## src/rtl/bpfc_pkg.sv

```systemverilog
// ----------------------------------------------------------------------------
// bpfc_pkg
// Shared types and constants of the block prefetch frame cache tracker.
// ----------------------------------------------------------------------------
package bpfc_pkg;

	localparam int MAX_FRAMES   = 1024;
	localparam int BLOCK_FRAMES = 8;
	localparam int CACHE_FRAMES = 32;
	localparam int FIFO_DEPTH   = CACHE_FRAMES + BLOCK_FRAMES;

	localparam int FRAME_W = 10;
	localparam int FCNT_W  = FRAME_W + 1;
	localparam int MAP_AW  = $clog2(MAX_FRAMES);
	localparam int BLK_W   = $clog2(BLOCK_FRAMES);
	localparam int FIFO_AW = $clog2(FIFO_DEPTH);
	localparam int OCC_W   = $clog2(FIFO_DEPTH + 1);
	localparam int NLD_W   = $clog2(BLOCK_FRAMES + 1);
	localparam int REM_W   = $clog2(2 * BLOCK_FRAMES + 1);

	typedef enum logic [1:0] {
		ACT_HIT   = 2'd0,
		ACT_LOAD  = 2'd1,
		ACT_EVICT = 2'd2,
		ACT_RANGE = 2'd3
	} action_t;

	typedef enum logic [3:0] {
		ST_CLEAR,
		ST_IDLE,
		ST_RANGE,
		ST_SCAN,
		ST_SCAN_WAIT,
		ST_EVAL,
		ST_LOAD,
		ST_EV_RD,
		ST_EV_WR
	} state_t;

	typedef struct packed {
		action_t            action;
		logic [FRAME_W-1:0] frame;
		logic               last;
	} res_t;

	typedef struct packed {
		logic              we;
		logic [MAP_AW-1:0] waddr;
		logic              wdata;
		logic [MAP_AW-1:0] raddr;
	} map_req_t;

	typedef struct packed {
		logic               we;
		logic [FIFO_AW-1:0] waddr;
		logic [FRAME_W-1:0] wdata;
		logic [FIFO_AW-1:0] raddr;
	} fifo_req_t;

endpackage

```

## src/rtl/bpfc_ram.sv

```systemverilog
// ----------------------------------------------------------------------------
// bpfc_ram
// Generic one-write one-read RAM with registered read data.
// ----------------------------------------------------------------------------
module bpfc_ram #(
	parameter int WIDTH = 8,
	parameter int DEPTH = 16
) (
	input  logic                     clk,
	input  logic                     we,
	input  logic [$clog2(DEPTH)-1:0] waddr,
	input  logic [WIDTH-1:0]         wdata,
	input  logic [$clog2(DEPTH)-1:0] raddr,
	output logic [WIDTH-1:0]         rdata
);

	logic [WIDTH-1:0] mem_q [DEPTH];

	always_ff @(posedge clk) begin
		if (we) begin
			mem_q[waddr] <= wdata;
		end
		rdata <= mem_q[raddr];
	end

endmodule

```

## src/rtl/bpfc_ctrl.sv

```systemverilog
// ----------------------------------------------------------------------------
// bpfc_ctrl
// Sequencer: clears the residency map, scans a block, walks loads and
// evictions one word at a time through the shared counter and FIFO pointers.
// ----------------------------------------------------------------------------
module bpfc_ctrl import bpfc_pkg::*; (
	input  logic               clk,
	input  logic               arst_n,
	input  logic               in_valid,
	output logic               in_ready,
	input  logic [FRAME_W-1:0] frame_index,
	input  logic [FCNT_W-1:0]  frame_count,
	input  logic               map_rdata,
	input  logic [FRAME_W-1:0] fifo_rdata,
	output map_req_t           map_req,
	output fifo_req_t          fifo_req,
	output logic               res_valid,
	input  logic               res_ready,
	output res_t               res
);

	state_t state_q, state_d;

	logic [MAP_AW-1:0]       clr_q;
	logic [FRAME_W-1:0]      idx_q;
	logic [BLK_W-1:0]        cnt_q;
	logic                    rd_vld_q;
	logic [BLK_W-1:0]        rd_idx_q;
	logic [BLOCK_FRAMES-1:0] mask_q;
	logic                    hit_q;
	logic [REM_W-1:0]        rem_q;
	logic [NLD_W-1:0]        ev_q;
	logic [FIFO_AW-1:0]      head_q;
	logic [FIFO_AW-1:0]      tail_q;
	logic [OCC_W-1:0]        count_q;

	logic [FRAME_W-BLK_W-1:0] blk;
	logic [FRAME_W-1:0]       cur_frame;
	logic [FRAME_W-1:0]       scan_frame;
	logic                     scan_ok;
	logic                     cnt_last;
	logic                     ld_bit;
	logic                     ld_go;
	logic                     ev_go;
	logic                     out_of_range;
	logic [NLD_W-1:0]         n_load;
	logic [OCC_W:0]           occ_sum;
	logic [NLD_W-1:0]         n_evict;

	assign blk          = idx_q[FRAME_W-1:BLK_W];
	assign cur_frame    = {blk, cnt_q};
	assign scan_frame   = {blk, rd_idx_q};
	assign scan_ok      = {1'b0, scan_frame} < frame_count;
	assign cnt_last     = cnt_q == BLK_W'(BLOCK_FRAMES - 1);
	assign ld_bit       = mask_q[cnt_q];
	assign ld_go        = (state_q == ST_LOAD) && ld_bit && res_ready;
	assign ev_go        = (state_q == ST_EV_WR) && res_ready;
	assign out_of_range = {1'b0, frame_index} >= frame_count;
	assign n_load       = NLD_W'($countones(mask_q));
	assign occ_sum      = {1'b0, count_q} + (OCC_W+1)'(n_load);
	assign n_evict      = (occ_sum > (OCC_W+1)'(CACHE_FRAMES))
		? NLD_W'(occ_sum - (OCC_W+1)'(CACHE_FRAMES)) : '0;

	always_comb begin
		state_d = state_q;
		unique case (state_q)
			ST_CLEAR: begin
				if (clr_q == MAP_AW'(MAX_FRAMES - 1)) state_d = ST_IDLE;
			end
			ST_IDLE: begin
				if (in_valid) state_d = out_of_range ? ST_RANGE : ST_SCAN;
			end
			ST_RANGE: begin
				if (res_ready) state_d = ST_IDLE;
			end
			ST_SCAN: begin
				if (cnt_last) state_d = ST_SCAN_WAIT;
			end
			ST_SCAN_WAIT: state_d = ST_EVAL;
			ST_EVAL: begin
				if (!hit_q) state_d = ST_LOAD;
				else if (res_ready) state_d = ST_IDLE;
			end
			ST_LOAD: begin
				if (cnt_last && (!ld_bit || res_ready)) begin
					state_d = (ev_q != '0) ? ST_EV_RD : ST_IDLE;
				end
			end
			ST_EV_RD: state_d = ST_EV_WR;
			ST_EV_WR: begin
				if (res_ready) state_d = (ev_q == NLD_W'(1)) ? ST_IDLE : ST_EV_RD;
			end
			default: state_d = ST_IDLE;
		endcase
	end

	always_comb begin
		in_ready       = 1'b0;
		res_valid      = 1'b0;
		res.action     = ACT_HIT;
		res.frame      = idx_q;
		res.last       = 1'b1;
		map_req.we     = 1'b0;
		map_req.waddr  = cur_frame;
		map_req.wdata  = 1'b0;
		map_req.raddr  = cur_frame;
		fifo_req.we    = 1'b0;
		fifo_req.waddr = tail_q;
		fifo_req.wdata = cur_frame;
		fifo_req.raddr = head_q;
		unique case (state_q)
			ST_CLEAR: begin
				map_req.we    = 1'b1;
				map_req.waddr = clr_q;
			end
			ST_IDLE: in_ready = 1'b1;
			ST_RANGE: begin
				res_valid  = 1'b1;
				res.action = ACT_RANGE;
			end
			ST_EVAL: res_valid = hit_q;
			ST_LOAD: begin
				res_valid     = ld_bit;
				res.action    = ACT_LOAD;
				res.frame     = cur_frame;
				res.last      = rem_q == REM_W'(1);
				map_req.we    = ld_go;
				map_req.wdata = 1'b1;
				fifo_req.we   = ld_go;
			end
			ST_EV_WR: begin
				res_valid     = 1'b1;
				res.action    = ACT_EVICT;
				res.frame     = fifo_rdata;
				res.last      = rem_q == REM_W'(1);
				map_req.we    = ev_go;
				map_req.waddr = fifo_rdata;
			end
			default: ;
		endcase
	end

	always_ff @(posedge clk or negedge arst_n) begin
		if (!arst_n) begin
			state_q  <= ST_CLEAR;
			clr_q    <= '0;
			idx_q    <= '0;
			cnt_q    <= '0;
			rd_vld_q <= 1'b0;
			rd_idx_q <= '0;
			mask_q   <= '0;
			hit_q    <= 1'b0;
			rem_q    <= '0;
			ev_q     <= '0;
			head_q   <= '0;
			tail_q   <= '0;
			count_q  <= '0;
		end else begin
			state_q  <= state_d;
			rd_vld_q <= state_q == ST_SCAN;
			rd_idx_q <= cnt_q;
			if (state_q == ST_CLEAR) clr_q <= MAP_AW'(clr_q + 1'b1);
			if (state_q == ST_IDLE && in_valid) begin
				idx_q  <= frame_index;
				cnt_q  <= '0;
				mask_q <= '0;
				hit_q  <= 1'b0;
			end
			if (state_q == ST_SCAN) cnt_q <= cnt_last ? '0 : BLK_W'(cnt_q + 1'b1);
			if (rd_vld_q) begin
				mask_q[rd_idx_q] <= scan_ok && !map_rdata;
				if (rd_idx_q == idx_q[BLK_W-1:0] && map_rdata) hit_q <= 1'b1;
			end
			if (state_q == ST_EVAL) begin
				cnt_q <= '0;
				ev_q  <= n_evict;
				rem_q <= REM_W'(n_load) + REM_W'(n_evict);
			end
			if (state_q == ST_LOAD && (!ld_bit || res_ready)) begin
				cnt_q <= cnt_last ? '0 : BLK_W'(cnt_q + 1'b1);
			end
			if (ld_go) begin
				tail_q  <= (tail_q == FIFO_AW'(FIFO_DEPTH - 1)) ? '0 : FIFO_AW'(tail_q + 1'b1);
				count_q <= OCC_W'(count_q + 1'b1);
				rem_q   <= REM_W'(rem_q - 1'b1);
			end
			if (ev_go) begin
				head_q  <= (head_q == FIFO_AW'(FIFO_DEPTH - 1)) ? '0 : FIFO_AW'(head_q + 1'b1);
				count_q <= OCC_W'(count_q - 1'b1);
				rem_q   <= REM_W'(rem_q - 1'b1);
				ev_q    <= NLD_W'(ev_q - 1'b1);
			end
		end
	end

endmodule

```

## src/rtl/block_prefetch_fifo_cache_core.sv

```systemverilog
// ----------------------------------------------------------------------------
// block_prefetch_fifo_cache_core
// Residency tracker for a frame cache with block prefetch and FIFO eviction.
// ----------------------------------------------------------------------------
// After reset the block clears its 1024-entry residency map, one entry a cycle,
// and takes no request until the clear is done. A request at or beyond
// frame_count answers from the range state without reading the map. Any
// other request first reads the map for the 8 frames of its block, one read
// a cycle through the single map read port; a hit answers there. A miss then
// walks the 8 block slots once, one slot a cycle unless a load word waits on
// the output, with one load word per missing frame, and evicts each victim by
// first reading it from the age FIFO RAM and then clearing its map entry.
// ----------------------------------------------------------------------------
module block_prefetch_fifo_cache_core import bpfc_pkg::*; (
	input  logic        clk,
	input  logic        arst_n,
	input  logic        s_tvalid,
	output logic        s_tready,
	input  logic [15:0] s_tdata,   // [9:0] frame_index, [15:10] zero
	output logic        m_tvalid,
	input  logic        m_tready,
	output logic [15:0] m_tdata,   // [9:0] frame, [15:10] zero
	output logic [1:0]  m_tuser,   // [1:0] action
	output logic        m_tlast,
	input  logic        cfg_valid,
	output logic        cfg_ready,
	input  logic [10:0] cfg_data   // [10:0] frame_count
);

	logic [FCNT_W-1:0]  frame_count_q;
	logic               map_rdata;
	logic [FRAME_W-1:0] fifo_rdata;
	map_req_t           map_req;
	fifo_req_t          fifo_req;
	logic               res_valid;
	logic               res_ready;
	res_t               res;
	logic               out_valid_q;
	res_t               out_q;

	assign cfg_ready = 1'b1;
	assign res_ready = !out_valid_q || m_tready;

	always_ff @(posedge clk or negedge arst_n) begin
		if (!arst_n) begin
			frame_count_q <= FCNT_W'(MAX_FRAMES);
		end else if (cfg_valid) begin
			frame_count_q <= cfg_data;
		end
	end

	bpfc_ram #(
		.WIDTH(1),
		.DEPTH(MAX_FRAMES)
	) u_map (
		.clk  (clk),
		.we   (map_req.we),
		.waddr(map_req.waddr),
		.wdata(map_req.wdata),
		.raddr(map_req.raddr),
		.rdata(map_rdata)
	);

	bpfc_ram #(
		.WIDTH(FRAME_W),
		.DEPTH(FIFO_DEPTH)
	) u_age (
		.clk  (clk),
		.we   (fifo_req.we),
		.waddr(fifo_req.waddr),
		.wdata(fifo_req.wdata),
		.raddr(fifo_req.raddr),
		.rdata(fifo_rdata)
	);

	bpfc_ctrl u_ctrl (
		.clk        (clk),
		.arst_n     (arst_n),
		.in_valid   (s_tvalid),
		.in_ready   (s_tready),
		.frame_index(s_tdata[FRAME_W-1:0]),
		.frame_count(frame_count_q),
		.map_rdata  (map_rdata),
		.fifo_rdata (fifo_rdata),
		.map_req    (map_req),
		.fifo_req   (fifo_req),
		.res_valid  (res_valid),
		.res_ready  (res_ready),
		.res        (res)
	);

	always_ff @(posedge clk or negedge arst_n) begin
		if (!arst_n) begin
			out_valid_q <= 1'b0;
		end else if (res_valid && res_ready) begin
			out_valid_q <= 1'b1;
		end else if (m_tready) begin
			out_valid_q <= 1'b0;
		end
	end

	always_ff @(posedge clk) begin
		if (res_valid && res_ready) out_q <= res;
	end

	assign m_tvalid = out_valid_q;
	assign m_tdata  = {{(16-FRAME_W){1'b0}}, out_q.frame};
	assign m_tuser  = out_q.action;
	assign m_tlast  = out_q.last;

	a_one_item: assert property (@(posedge clk) disable iff (!arst_n)
		s_tvalid && s_tready |=> !s_tready)
		else $error("second word accepted while a request is in work");

	a_word_lands: assert property (@(posedge clk) disable iff (!arst_n)
		res_valid && res_ready |=> m_tvalid)
		else $error("result word lost before the output register");

	a_fifo_with_map: assert property (@(posedge clk) disable iff (!arst_n)
		fifo_req.we |-> map_req.we && map_req.wdata)
		else $error("age FIFO push without marking the frame resident");

	a_single_last: assert property (@(posedge clk) disable iff (!arst_n)
		res_valid && (res.action == ACT_HIT || res.action == ACT_RANGE) |-> res.last)
		else $error("hit or range word not marked last");

endmodule
```

## config.mk

```make
export PLATFORM = sky130hd
export DESIGN_NAME = block_prefetch_fifo_cache_core
export DESIGN_NICKNAME = d
export VERILOG_FILES = /design/src/rtl/bpfc_pkg.sv /design/src/rtl/bpfc_ram.sv /design/src/rtl/bpfc_ctrl.sv /design/src/rtl/block_prefetch_fifo_cache_core.sv
export SDC_FILE = /design/constraint.sdc
export NUM_CORES = 2
export LEC_CHECK = 0
export BUFFER_PORTS_ARGS = -buffer_cell sky130_fd_sc_hd__buf_2
export CAP_MARGIN = 20
export CORE_MARGIN = 3
export CORE_UTILIZATION = 58
export CTS_BUF_LIST = sky130_fd_sc_hd__clkbuf_8
export DETAILED_ROUTE_END_ITERATION = 10
export PLACE_DENSITY = 0.77
export SLEW_MARGIN = 40
export SYNTH_ARGS = -nofsm -noshare
export SYNTH_HDL_FRONTEND = slang
export SYNTH_HIERARCHICAL = 1
export SYNTH_SLANG_ARGS = --single-unit
```

## constraint.sdc

```tcl
create_clock -name clk -period 10.7 [get_ports clk]
set_input_delay 2.14 -clock clk [delete_from_list [all_inputs] [get_ports clk]]
set_output_delay 2.14 -clock clk [all_outputs]
set_load 0.1 [all_outputs]
```

==> results.txt <==
Counting the fill cells in the layout gives 7970. The horizontal die dimension came out at 344.9 microns. At the worst endpoint, the required time is 11460 ps.

The CTS root buffer was sky130_fd_sc_hd__clkbuf_8. Of the cells placed in the final design, the portion with a size suffix greater than 1 is 17.97%. In this design, the stage delay of the slowest critical-path cell is 550 ps. The count of flip-flops with a built-in enable after synthesis was 1437; the count of buffers from port buffering was 40.

The longest clock path from root to sink contains 3 buffers. In the layout the commonest cells are sky130_fd_sc_hd__edfxtp_1, sky130_fd_sc_hd__nor2_1, sky130_fd_sc_hd__mux2i_1, sky130_fd_sc_hd__clkbuf_8, sky130_fd_sc_hd__mux4_2. For this block, the via count after detailed routing is 39714. The count of TritonRoute iterations in the first routing pass came out at 8. The tools report the type of element capturing the critical path as a register. IR analysis of the VDD net gives a maximum drop of 0.1630 mV. Most common cell after layout, fill and taps aside: sky130_fd_sc_hd__edfxtp_1. The remaining routing DRC violations is 0. The cell class contributing the biggest share of worst-path delay is adder cells. In the synthesized netlist, the number of instances is 4551.

For the data arrival at the endpoint of the critical path, the log shows 6190 ps. In this run the worst path has a maximum fanout of 3. By instance count, the cell type seen most on the critical path is sky130_fd_sc_hd__fa_1.

CTS saw 1527 sinks. By area the synthesized netlist is led by sky130_fd_sc_hd__edfxtp_1, sky130_fd_sc_hd__mux4_2, sky130_fd_sc_hd__nor2_1. The largest net degree at the start of global routing was 180; the average wire per standard cell was 25.88 microns. Buffers inserted to repair hold after CTS numbered 0.

The number of global-route vias before repair was 39497; the worst clock skew was 65.10 ps. The dominant cell type by area after synthesis was sky130_fd_sc_hd__edfxtp_1. The congestion estimate from routability-driven global placement came to 0.8298. Maximum level of the CTS H-tree: 4.

The floorplan step defined a die boundary enclosing 119000 sq um. The tools report the cell area after technology mapping as 66620 sq um. Setup violations remaining at the end of the flow were counted as 0.

Adding up every negative setup slack in the final design gives 0 ps. Registers take 45380 sq um. The final layout contains 4605 nets. The final-report max-slew violation count was 0; the signed area change from the synthesized netlist to the final layout was 8.267%. For this design the ratio of total power to cell area is 232.1 nW/um^2. Count of pins on the block boundary: 54. The total overflow left after global routing is 0. For the number of unique standard cell types used by synthesis, the log shows 87.

The worst max-slew margin expressed relative to the limit is 39.68%. The tightest min-delay check is of the register to register type. A synthesized cell averages 14.64 sq um.

The core region is 113300 sq um. The worst path uses 50.70% of the clock period. Upper clock frequency limit: 0.1843 GHz. Setup repair after global routing left no endpoint under its margin.

The tools report the post-route antenna net violation count as 0. TritonCTS built the clock tree. Traced cell by cell, the critical path runs through inv_1 -> fa_1 -> fa_1 -> fa_1 -> inv_1 -> ha_1 -> fa_1 -> xor2_1 -> ha_1 -> nor2b_1 -> or4_1 -> o211ai_1 -> nor2_1 -> ha_1 -> fa_1 -> a21oi_1 -> nor2b_1 -> o21ai_0 -> o311ai_1. The number of max-cap violations is 0, and the buffering stage count on the worst path with inverters included is 2. The slew at the pin with the worst max-slew slack was 904.8 ps; the static leakage was 22.76 nW. The run gives 68.07% as the part of the Yosys area used for sequential elements. The post-synthesis async set-or-reset flop share is 5.174%. In the global route stage, overall resource usage came out at 27.31%.

For this block, the routed nets add up to 160.7 mm of wire. The latest clock arrival within the worst-skew pair was 920 ps. The floorplan has 123 rows. The area share of the largest cell type after synthesis is 64.77%, and the first-pass GRT wire length is 241.3 mm. After clock tree synthesis, the setup repair step added 0 buffers.

At the placement stage, the worst setup path has a slack of 4766 ps. The post-CTS clock slew at the launch and capture registers of the worst setup and hold paths works out to 70 ps. The run finished with clean final reports. The worst setup path is of the register to register kind. The run gives 0 as the number of endpoints with negative hold slack in the final report.

The die is 344.9 microns tall. The initial utilization of the core area, before any placement, comes to 58.82%. For the number of CTS-inserted buffers, the log shows 228. The HPWL after detailed placement is 89.67 mm. Synthesis inferred 1527 register bits. The largest individual stage delay along the critical path comes from the cell sky130_fd_sc_hd__fa_1. The routed via count divided by cell count came out at 6.394. Gates resized during post-CTS repair numbered 0. The final critical path time including I/O delays and setup is 5425 ps.

The most used flip-flop cell after synthesis was sky130_fd_sc_hd__edfxtp_1. The tools report the initial antenna violation count as 3. Setup slack on the critical path of the routed design comes to 5275 ps.

For the area taken by multi-input logic gates, the log shows 19510 sq um. The worst setup path is launched from a register. The Yosys step of the flow raised 6 warnings.

In this run, the number of DRC markers left after iteration 0 of detailed routing was 5108.
## report_power, final
part / leakage (nW) / internal, mW / switching (mW)
Combinational: 6.12 / 1.72 / 3.32
Sequential: 14.2 / 7.02 / 0.351
Clock: 2.40 / 2.12 / 2.21
## cells by family (layout without fill, tap and decap cells)
| family | count (synthesis) | count (layout) | share of synthesized area [%] |
|---|---|---|---|
| and+or+nand+nor | 1525 | 1525 | 9.420 |
| xor gates and xnor gates | 27 | 27 | 0.3550 |
| other | 2 | 11 | 0.01127 |
| muxes | 569 | 569 | 13.15 |
| AOI/OAI and AO/OA | 408 | 408 | 4.614 |
| adders and majority gates | 51 | 51 | 1.037 |
| buffers and inverters | 442 | 593 | 3.339 |
| DFF | 1527 | 1527 | 68.07 |
## per-layer routing
layer  vias to the layer above  routed length [microns]  GRT usage, %  share of wire (%)
li1                      16984                        -             -                  -
met4                         0                     8350         13.65                5.2
met3                       495                    16460         5.378                 10
met1                     19970                    58580         36.14                 36
met2                      2265                    77350         43.70                 48
met5                         -                        0             0                  0
## synth_stat cells, types with 6 or more instances
cell type	count
sky130_fd_sc_hd__a2111oi_0	7
sky130_fd_sc_hd__a211oi_1	7
sky130_fd_sc_hd__a21o_1	9
sky130_fd_sc_hd__a21oi_1	85
sky130_fd_sc_hd__a221oi_2	19
sky130_fd_sc_hd__a22o_1	25
sky130_fd_sc_hd__a22oi_1	60
sky130_fd_sc_hd__a31oi_1	6
sky130_fd_sc_hd__and2_1	8
sky130_fd_sc_hd__and3_1	9
sky130_fd_sc_hd__buf_1	73
sky130_fd_sc_hd__buf_2	30
sky130_fd_sc_hd__buf_4	44
sky130_fd_sc_hd__buf_6	23
sky130_fd_sc_hd__buf_8	8
sky130_fd_sc_hd__clkbuf_1	207
sky130_fd_sc_hd__dfrtp_1	78
sky130_fd_sc_hd__dfxtp_1	11
sky130_fd_sc_hd__edfxtp_1	1437
sky130_fd_sc_hd__fa_1	7
sky130_fd_sc_hd__ha_1	44
sky130_fd_sc_hd__inv_1	43
sky130_fd_sc_hd__mux2_2	29
sky130_fd_sc_hd__mux2_4	10
sky130_fd_sc_hd__mux2i_1	296
sky130_fd_sc_hd__mux4_1	14
sky130_fd_sc_hd__mux4_2	220
sky130_fd_sc_hd__nand2_1	165
sky130_fd_sc_hd__nand2b_1	21
sky130_fd_sc_hd__nand3_1	58
sky130_fd_sc_hd__nand4_1	23
sky130_fd_sc_hd__nor2_1	1120
sky130_fd_sc_hd__nor2b_1	24
sky130_fd_sc_hd__nor3_1	52
sky130_fd_sc_hd__nor3b_1	8
sky130_fd_sc_hd__nor4_1	6
sky130_fd_sc_hd__o21ai_0	38
sky130_fd_sc_hd__o221ai_1	50
sky130_fd_sc_hd__o22ai_1	41
sky130_fd_sc_hd__o41ai_2	10
sky130_fd_sc_hd__xnor2_1	19
sky130_fd_sc_hd__xor2_1	8
## flip-flops by register name, summed over array words and instances (netlist names), 2 cells and up
signal / count
u_age/rdata: 10
u_ctrl/tail_q: 6
u_ctrl/state_q: 4
u_ctrl/clr_q: 10
m_tuser: 2
u_ctrl/rem_q: 5
u_ctrl/cnt_q: 3
u_ctrl/idx_q: 10
m_tdata: 10
u_ctrl/ev_q: 4
u_ctrl/head_q: 6
u_ctrl/rd_idx_q: 3
frame_count_q: 11
u_age/mem_q: 400
u_map/mem_q: 1024
u_ctrl/mask_q: 8
u_ctrl/count_q: 6
## metrics by stage
step                utilization, %  hold slack, ps  cells  instance area (sq um)  total power [mW]
floorplan                        -           442.0   4556                  66640             11.00
detailed placement           60.00           491.6   5792                  67960             12.44
global placement             59.66           489.8   5785                  67570             12.26
CTS                          63.63           519.7   6207                  72080             16.74
global route                 63.68           539.2   6209                  72120             17.37
finish                       63.68           518.3   6211                  72130             16.74
## worst register-to-register path: stages (launching register included)
cell	delay, ps
sky130_fd_sc_hd__dfrtp_1	390
sky130_fd_sc_hd__inv_1	90
sky130_fd_sc_hd__fa_1	550
sky130_fd_sc_hd__fa_1	430
sky130_fd_sc_hd__fa_1	500
sky130_fd_sc_hd__inv_1	50
sky130_fd_sc_hd__ha_1	200
sky130_fd_sc_hd__fa_1	390
sky130_fd_sc_hd__xor2_1	330
sky130_fd_sc_hd__ha_1	320
sky130_fd_sc_hd__nor2b_1	160
sky130_fd_sc_hd__or4_1	470
sky130_fd_sc_hd__o211ai_1	170
sky130_fd_sc_hd__nor2_1	110
sky130_fd_sc_hd__ha_1	220
sky130_fd_sc_hd__fa_1	400
sky130_fd_sc_hd__a21oi_1	180
sky130_fd_sc_hd__nor2b_1	70
sky130_fd_sc_hd__o21ai_0	160
sky130_fd_sc_hd__o311ai_1	120
## path summary, 6_finish.rpt
| check | start | end | slack [ps] | cells past startpoint |
|---|---|---|---|---|
| max in group asynchronous | arst_n | u_ctrl/idx_q[4] | 8680 | 2 |
| worst min-delay path | u_ctrl/clr_q[0] | u_ctrl/clr_q[0] | 520 | 1 |
| worst max-delay path | u_ctrl/mask_q[0] | u_ctrl/rem_q[4] | 5280 | 19 |
| worst max register to register | u_ctrl/mask_q[0] | u_ctrl/rem_q[4] | 5280 | 19 |
| worst min register to register | u_ctrl/clr_q[0] | u_ctrl/clr_q[0] | 520 | 1 |
| min in group asynchronous | arst_n | u_ctrl/clr_q[0] | 1120 | 1 |
## area by class of cell
cell class | count | share of cell area [%]
Antenna cell | 4 | 0.01388
Timing Repair Buffer | 131 | 1.462
Multi-Input combinational cell | 2587 | 27.05
Sequential cell | 1527 | 62.92
Clock inverter | 182 | 1.266
Tap cell | 1500 | 2.602
Clock buffer | 233 | 4.446
Inverter | 47 | 0.2446
No activity file was read; power rests on OpenSTA's default activity.
